### config.mk
export PLATFORM = sky130hd
export DESIGN_NAME = kmap_ctrl
export DESIGN_NICKNAME = d
export VERILOG_FILES = /design/src/hw/rtl/kmap_pkg.sv /design/src/hw/rtl/kmap_ctrl.sv
export SDC_FILE = /design/constraint.sdc
export NUM_CORES = 1
export LEC_CHECK = 0
export BUFFER_PORTS_ARGS = -buffer_cell sky130_fd_sc_hd__buf_2
export CAP_MARGIN = 20
export CORE_MARGIN = 1
export CORE_UTILIZATION = 30
export CTS_BUF_LIST = sky130_fd_sc_hd__clkbuf_8
export DETAILED_ROUTE_END_ITERATION = 10
export SLEW_MARGIN = 20
export SYNTH_ARGS = -nofsm -noshare
export SYNTH_HDL_FRONTEND = slang
export SYNTH_SLANG_ARGS = --single-unit
export TNS_END_PERCENT = 10
### constraint.sdc
create_clock -name clk -period 1.9 [get_ports clk]
set_clock_uncertainty 0.1 [all_clocks]
set_input_delay 0.285 -clock clk [delete_from_list [all_inputs] [get_ports clk]]
set_output_delay 0.285 -clock clk [all_outputs]
set_load 0.02 [all_outputs]
### src/hw/rtl/kmap_pkg.sv
package kmap_pkg;

  localparam int SLOT_COUNT_LOG2_DEF = 10;
  localparam int ENTRY_CAP_DEF       = 256;

  localparam logic [63:0] MIX_C1 = 64'hff51afd7ed558ccd;
  localparam logic [63:0] MIX_C2 = 64'hc4ceb9fe1a85ec53;
  localparam int          MIX_SHIFT = 33;

  localparam logic [1:0] FUNC_FIND  = 2'd0;
  localparam logic [1:0] FUNC_ADD   = 2'd1;
  localparam logic [1:0] FUNC_CLEAR = 2'd2;

  localparam logic [1:0] MUL_LO_LO = 2'd0;
  localparam logic [1:0] MUL_HI_LO = 2'd1;
  localparam logic [1:0] MUL_LO_HI = 2'd2;

  typedef struct packed {
    logic       load;
    logic       mul_en;
    logic [1:0] mul_step;
    logic       mul_round;
    logic       mix;
    logic       slot_inc;
    logic       clr_wr;
    logic       clr_count;
    logic       fin_hit;
    logic       fin_miss;
    logic       fin_zero;
    logic       exhausted;
  } kmap_cmd_t;

  typedef struct packed {
    logic [1:0] func;
    logic       clr_last;
    logic       slot_valid;
    logic       key_match;
    logic       probe_last;
  } kmap_sts_t;

endpackage

### src/hw/rtl/kmap_ctrl.sv
module kmap_ctrl
  import kmap_pkg::*;
(
  input  logic      clk,
  input  logic      rst_n,
  input  logic      in_tvalid,
  output logic      in_tready,
  output logic      out_tvalid,
  input  logic      out_tready,
  output kmap_cmd_t cmd,
  input  kmap_sts_t sts
);

  localparam logic [3:0] S_CLR  = 4'd0;
  localparam logic [3:0] S_IDLE = 4'd1;
  localparam logic [3:0] S_M0   = 4'd2;
  localparam logic [3:0] S_M1   = 4'd3;
  localparam logic [3:0] S_M2   = 4'd4;
  localparam logic [3:0] S_MX   = 4'd5;
  localparam logic [3:0] S_RS   = 4'd6;
  localparam logic [3:0] S_SC   = 4'd7;
  localparam logic [3:0] S_KC   = 4'd8;
  localparam logic [3:0] S_ZR   = 4'd9;

  logic [3:0] state_r, state_nxt;
  logic       round_r, round_nxt;
  logic       reply_r, reply_nxt;
  logic       out_valid_r, out_valid_nxt;
  logic       out_free;
  logic       fin_any;

  assign out_free   = !out_valid_r || out_tready;
  assign out_tvalid = out_valid_r;
  assign in_tready  = (state_r == S_IDLE);
  assign fin_any    = cmd.fin_hit || cmd.fin_miss || cmd.fin_zero;

  always_comb begin
    state_nxt = state_r;
    round_nxt = round_r;
    reply_nxt = reply_r;
    cmd       = '0;
    cmd.mul_round = round_r;
    unique case (state_r)
      S_CLR: begin
        cmd.clr_wr    = 1'b1;
        cmd.clr_count = 1'b1;
        if (sts.clr_last) begin
          state_nxt = reply_r ? S_ZR : S_IDLE;
        end
      end
      S_IDLE: begin
        if (in_tvalid) begin
          cmd.load  = 1'b1;
          round_nxt = 1'b0;
          if (sts.func == FUNC_CLEAR) begin
            reply_nxt = 1'b1;
            state_nxt = S_CLR;
          end else if (sts.func == FUNC_FIND || sts.func == FUNC_ADD) begin
            state_nxt = S_M0;
          end else begin
            state_nxt = S_ZR;
          end
        end
      end
      S_M0: begin
        cmd.mul_en   = 1'b1;
        cmd.mul_step = MUL_LO_LO;
        state_nxt    = S_M1;
      end
      S_M1: begin
        cmd.mul_en   = 1'b1;
        cmd.mul_step = MUL_HI_LO;
        state_nxt    = S_M2;
      end
      S_M2: begin
        cmd.mul_en   = 1'b1;
        cmd.mul_step = MUL_LO_HI;
        state_nxt    = S_MX;
      end
      S_MX: begin
        cmd.mix = 1'b1;
        if (round_r) begin
          state_nxt = S_RS;
        end else begin
          round_nxt = 1'b1;
          state_nxt = S_M0;
        end
      end
      S_RS: begin
        state_nxt = S_SC;
      end
      S_SC: begin
        if (sts.slot_valid) begin
          state_nxt = S_KC;
        end else if (out_free) begin
          cmd.fin_miss = 1'b1;
          state_nxt    = S_IDLE;
        end
      end
      S_KC: begin
        if (sts.key_match) begin
          if (out_free) begin
            cmd.fin_hit = 1'b1;
            state_nxt   = S_IDLE;
          end
        end else if (sts.probe_last) begin
          if (out_free) begin
            cmd.fin_miss  = 1'b1;
            cmd.exhausted = 1'b1;
            state_nxt     = S_IDLE;
          end
        end else begin
          cmd.slot_inc = 1'b1;
          state_nxt    = S_RS;
        end
      end
      S_ZR: begin
        if (out_free) begin
          cmd.fin_zero = 1'b1;
          reply_nxt    = 1'b0;
          state_nxt    = S_IDLE;
        end
      end
      default: begin
        state_nxt = S_CLR;
      end
    endcase
  end

  always_comb begin
    out_valid_nxt = out_valid_r;
    if (fin_any) begin
      out_valid_nxt = 1'b1;
    end else if (out_tready) begin
      out_valid_nxt = 1'b0;
    end
  end

  always_ff @(posedge clk) begin
    if (!rst_n) begin
      state_r     <= S_CLR;
      round_r     <= 1'b0;
      reply_r     <= 1'b0;
      out_valid_r <= 1'b0;
    end else begin
      state_r     <= state_nxt;
      round_r     <= round_nxt;
      reply_r     <= reply_nxt;
      out_valid_r <= out_valid_nxt;
    end
  end

`ifndef SYNTHESIS
  a_no_accept_clearing: assert property (@(posedge clk) disable iff (!rst_n)
    (state_r == S_CLR) |-> !in_tready)
    else $error("input accepted during slot clearing");
  a_fin_needs_room: assert property (@(posedge clk) disable iff (!rst_n)
    fin_any |-> out_free)
    else $error("result finished while output register is occupied");
  a_fin_onehot: assert property (@(posedge clk) disable iff (!rst_n)
    $onehot0({cmd.fin_hit, cmd.fin_miss, cmd.fin_zero}))
    else $error("more than one result source in one cycle");
`endif

endmodule

==> Yosys cells after proc, flatten, opt, wreduce, memory -nomap -nowiden <==
Cells that the tools add are included.
{ "classes": {"eq_ne": 15, "n_mux": 36, "n_reduce_logical": 13} }
{ "ops": {"columns": ["operator", "count"], "rows": [
  ["4-bit case mux with 10 select lines", 1],
  ["4-bit 2-to-1 mux", 9],
  ["1-bit 2-to-1 mux", 20],
  ["4-bit by 3-bit == test with 1-bit output (second input constant)", 4],
  ["3-bit case mux with 3 select lines", 1],
  ["4-bit by 2-bit == test with 1-bit output (second input constant)", 2],
  ["4-bit == test (second input constant)", 2],
  ["2-bit != test (second input constant)", 3],
  ["1-bit case mux with 2 select lines", 3],
  ["2-bit nonzero test", 3],
  ["4-bit by 1-bit == test with 1-bit output (second input constant)", 1],
  ["4-bit logical NOT", 1],
  ["1-bit logical OR", 4],
  ["2-bit AND reduction", 2],
  ["4-bit AND reduction", 1],
  ["3-bit 2-to-1 mux", 1],
  ["2-bit by 1-bit == test with 1-bit output (second input constant)", 1],
  ["2-bit == test (second input constant)", 1],
  ["2-bit logical NOT", 1],
  ["2-bit 2-to-1 mux", 1],
  ["2-bit by 1-bit != test with 1-bit output (second input constant)", 1],
  ["1-bit logical NOT", 1]
]} }
{ "word_totals": {"regBits": 7, "input_bits": 10, "output_inout_bits": 15} }

==> Logic depth before layout (Yosys ltp) <==
{ "logic_depth": {"depth_word": 9, "mapped_depth": 6, "mapped_depth_nobuf": 4} }

==> Worst setup path before layout <==
No wires, ideal clock.
{ "synth_path": {"kind": "reg-to-output", "from": "register state_r[1]", "to": "output cmd[5] (netlist bit)", "t_arrival_ns": 1.582, "t_required_ns": 1.515, "path_slack_ns": -0.067, "stages_incl_launch_ff": 4, "path_buffers": 2, "cell_sequence": "dfxtp_1 -> buf_6 -> nor4_1 -> buf_4"} }
{ "synth_lines": {"columns": ["item", "line_no", "text"], "rows": [
  ["from (decl)", "kmap_ctrl.sv:25", "logic [3:0] state_r, state_nxt;"],
  ["from (signal assigned)", "kmap_ctrl.sv:146", "state_r <= state_nxt;"],
  ["to (decl)", "kmap_ctrl.sv:10", "output kmap_cmd_t cmd,"]
]} }

==> summary.txt <==
Outcome
  – Status: completed

Power and ir drop
  – Peak VDD IR: ~0.37 mV
  – Sequential share of power: between 30% and 40%
  – Clock power frac: approximately 36%
  – Internal Pwr Total: about 380 uW
  – Leak Pwr: between 0.0003 and 0.0004 uW
  – Total Power: between 500 and 600 uW
  – Sw power: approximately 190 uW
  – Logic gate share of total power: between 30% and 40%
  – Power per cell area: 686.9 mW/mm2
  – Switch share: 33.07%

Global routing
  – Initial antenna violation count: 0
  – Global-route wire length before repair: 2456 um
  – Grt ovf: 0
  – Gr usage total: between 10% and 20%
  – Largest net degree at the start of global routing: 14
  – Number of global-route vias before repair: approximately 560

Die
  – Starting density of the core: about a third
  – Die height: between 40 and 50 um
  – Die ar.: roughly 0.0024 mm2
  – Std-Cell Rows: 16
  – Core Footprint: 0.002002 mm2
  – Die Span X: about 49 um
  – Number of top-level pins: 25

Worst setup path
  – CP Class: flip-flop to primary output
  – Worst Path Required: ~1.5 ns
  – Cell Chain, Critical Path: and3_4 -> and3_1 -> a21o_1 -> buf_2
  – Critical path depth: 4
  – Slowest-stage cell, CP: dfxtp_1
  – Worst EP arrival: 1.42 ns
  – Worst R2R Path Depth: 5
  – Worst setup EP type: primary output
  – Critical path buffers and inverters: 1
  – CP Launch Type: flip-flop
  – Delay-heaviest family, CP: flip-flops
  – Slowest stage delay, CP: between 0.5 and 0.6 ns
  – Worst-path fanout max: 8

Routing
  – Pre-antenna DRT Iters: 4
  – Routed vias: between 600 and 700
  – Number of remaining DRC errors: 0
  – Met2 WL: about 750 um
  – Initial DRC Count: 13
  – Drt via density: between 5 and 6
  – M1 wire length: slightly above 700 um
  – Drt total wl: ~1600 um
  – Antenna-violating nets left: 0
  – Routed met3 length: about 96 um
  – DR top layer: met4
  – Avg WL per Cell: 11.95 um

Placed design
  – DP Area: roughly 780 um2
  – Hpwl dp: roughly 1300 um
  – I/O Buffers: 24
  – Gp weighted congestion: about 0.83

Worst hold path
  – Hold Crit Class: primary input to flip-flop
  – Hold Path Depth: 2

Clock network
  – CTS tree: yes
  – Sink Count: 7
  – CTS root buffer: clkbuf_8
  – Total CTS buffers: 3
  – Clock transition at the registers of the reported paths: roughly 0.040 ns
  – Clock buffer depth: 2
  – Post-CTS Setup Bufs: 0
  – Clock Latency Late Sink: around 0.22 ns
  – H-tree levels: 1

Yosys
  – Yosys cell types: 37
  – Register area share after synthesis: between 20% and 30%
  – Syn Inst Count: 82
  – Yosys warns: 0
  – Net Count, Synth: 92
  – FF+latch count, synth: 7
  – Synth Cell Area: 658.1 um2
  – Avg Inst Size Synth: between 8 and 9 um2

Layout
  – Number of fill cells: about 210
  – Final Cell Area: just over 800 um2
  – Commonest cells after routing, fill and taps aside: 24 x buf_2, 6 x nor2_1
  – Final nets: about 120
  – Commonest non-fill, non-tap cell in the layout: buf_2
  – Diode count: 0
  – Area growth, synth to finish: 25.67%
  – Share of layout cells above drive strength 1: between 40% and 50%

Timing
  – RSZ-0062 raised after global routing: no
  – Final Hold Fails: 0
  – Least-Margin Pin Slew: about 0.36 ns
  – Final period utilization: between 90% and 100%
  – Setup-failing EPs final: 0
  – Hold slack: around 0.20 ns
  – Sum of negative setup slack: 0 ns
  – Max Slew Vio Count: 0
  – Max Freq: between 500 and 600 MHz
  – Slew HR: 75.92%
  – Post-layout min period: 1.803 ns

Job
  – Max_cap viols: 0
[Yosys cell counts (all sizes together)]
library cell | n | share of area [%]
buf | 9 | 12
dfxtp | 7 | 21
nor2 | 7 | 4.4
nor3 | 7 | 6.8
a21oi | 6 | 5.7
inv | 5 | 2.9
and3 | 4 | 5.3
nand2 | 4 | 2.3
nand2b | 4 | 4.2
nand3 | 3 | 2.3
nor2b | 3 | 2.9
nor4 | 3 | 2.9
o21ai | 3 | 2.3
a31oi | 2 | 1.9
and2 | 2 | 1.9
a2111oi | 1 | 2.3
a21o | 1 | 1.1
a221oi | 1 | 2.3
a22oi | 1 | 1.9
a32o | 1 | 1.5
a41o | 1 | 1.5
and2b | 1 | 1.1
mux2i | 1 | 1.5
nand3b | 1 | 1.1
nor4b | 1 | 3.6
o211ai | 1 | 1.1
o21a | 1 | 1.1
o31ai | 1 | 1.1
[worst register-to-register path, cell delays in order (launching register included)]
cell and delay [ns]:
dfxtp_1 0.53, buf_4 0.21, inv_2 0.09, nor4_1 0.27
nor3_1 0.08, nor2_1 0.10
[power groups by stage]
stage          registers (uW)  logic (uW)  clock network [uW]
2_1_floorplan             168         153                   0
3_3_place_gp              179         185                   0
3_5_place_dp              179         186                   0
4_1_cts                   177         187                 208
5_1_grt                   181         201                 220
6_report                  178         186                 204
[area by class of cell]
cell class                 count  area (um2)  area share, %
clock buffer                   3       41.29          4.992
sequential                     7       142.6          17.25
clock inverter                 1       3.754         0.4539
tap                           27       33.78          4.085
timing repair buffer          29       157.7          19.06
multi-input combinational     61       429.2          51.89
inverter                       5       18.77          2.269
[cells by family (layout without fill, tap and decap cells)]
group                  count (synthesis)  count (layout)  synth area share [%]
muxes                                  1               1                 1.521
buffers and inverters                 14              38                 14.45
DFF                                    7               7                 21.29
and+or+nand+nor                       40              40                 38.78
AOI/OAI and AO/OA                     20              20                 23.95
[flip-flops by register name (all words and copies together) (netlist names)]
signal	cells
state_r	4
out_tvalid	1
reply_r	1
round_r	1
[worst paths after layout]
| check | from | end | slack, ns |
|---|---|---|---|
| hold / removal | rst_n | round_r | 0.20 |
| setup reg to reg | state_r[3] | out_tvalid | 0.46 |
| setup / recovery | state_r[3] | cmd[2] | 0.1 |
| hold reg to reg | reply_r | reply_r | 0.46 |
[per-layer routing]
layer	global-route usage (%)	up-vias
li1	-	339
met1	17.49	313
met2	20.14	26
met3	2.804	4
met4	7.843	0
met5	0	-
[timing repair]
action | in CTS | in global routing
setup endpoints to repair | 1 | 5
hold endpoints to repair | 0 | 0
pin swaps | 0 | 0
resized for setup | 1 | 1
hold buffers | 0 | 0
[stage by stage]
step                      setup WS [ns]  instances  util, %
after floorplan                  0.2035         82        -
after global placement           0.2601        129    38.94
after detailed placement         0.2385        129    38.94
after CTS                       0.01546        133    41.25
after global routing           0.003973        133    41.31
final                           0.09741        133    41.31
(Power assumes the default switching activity.)
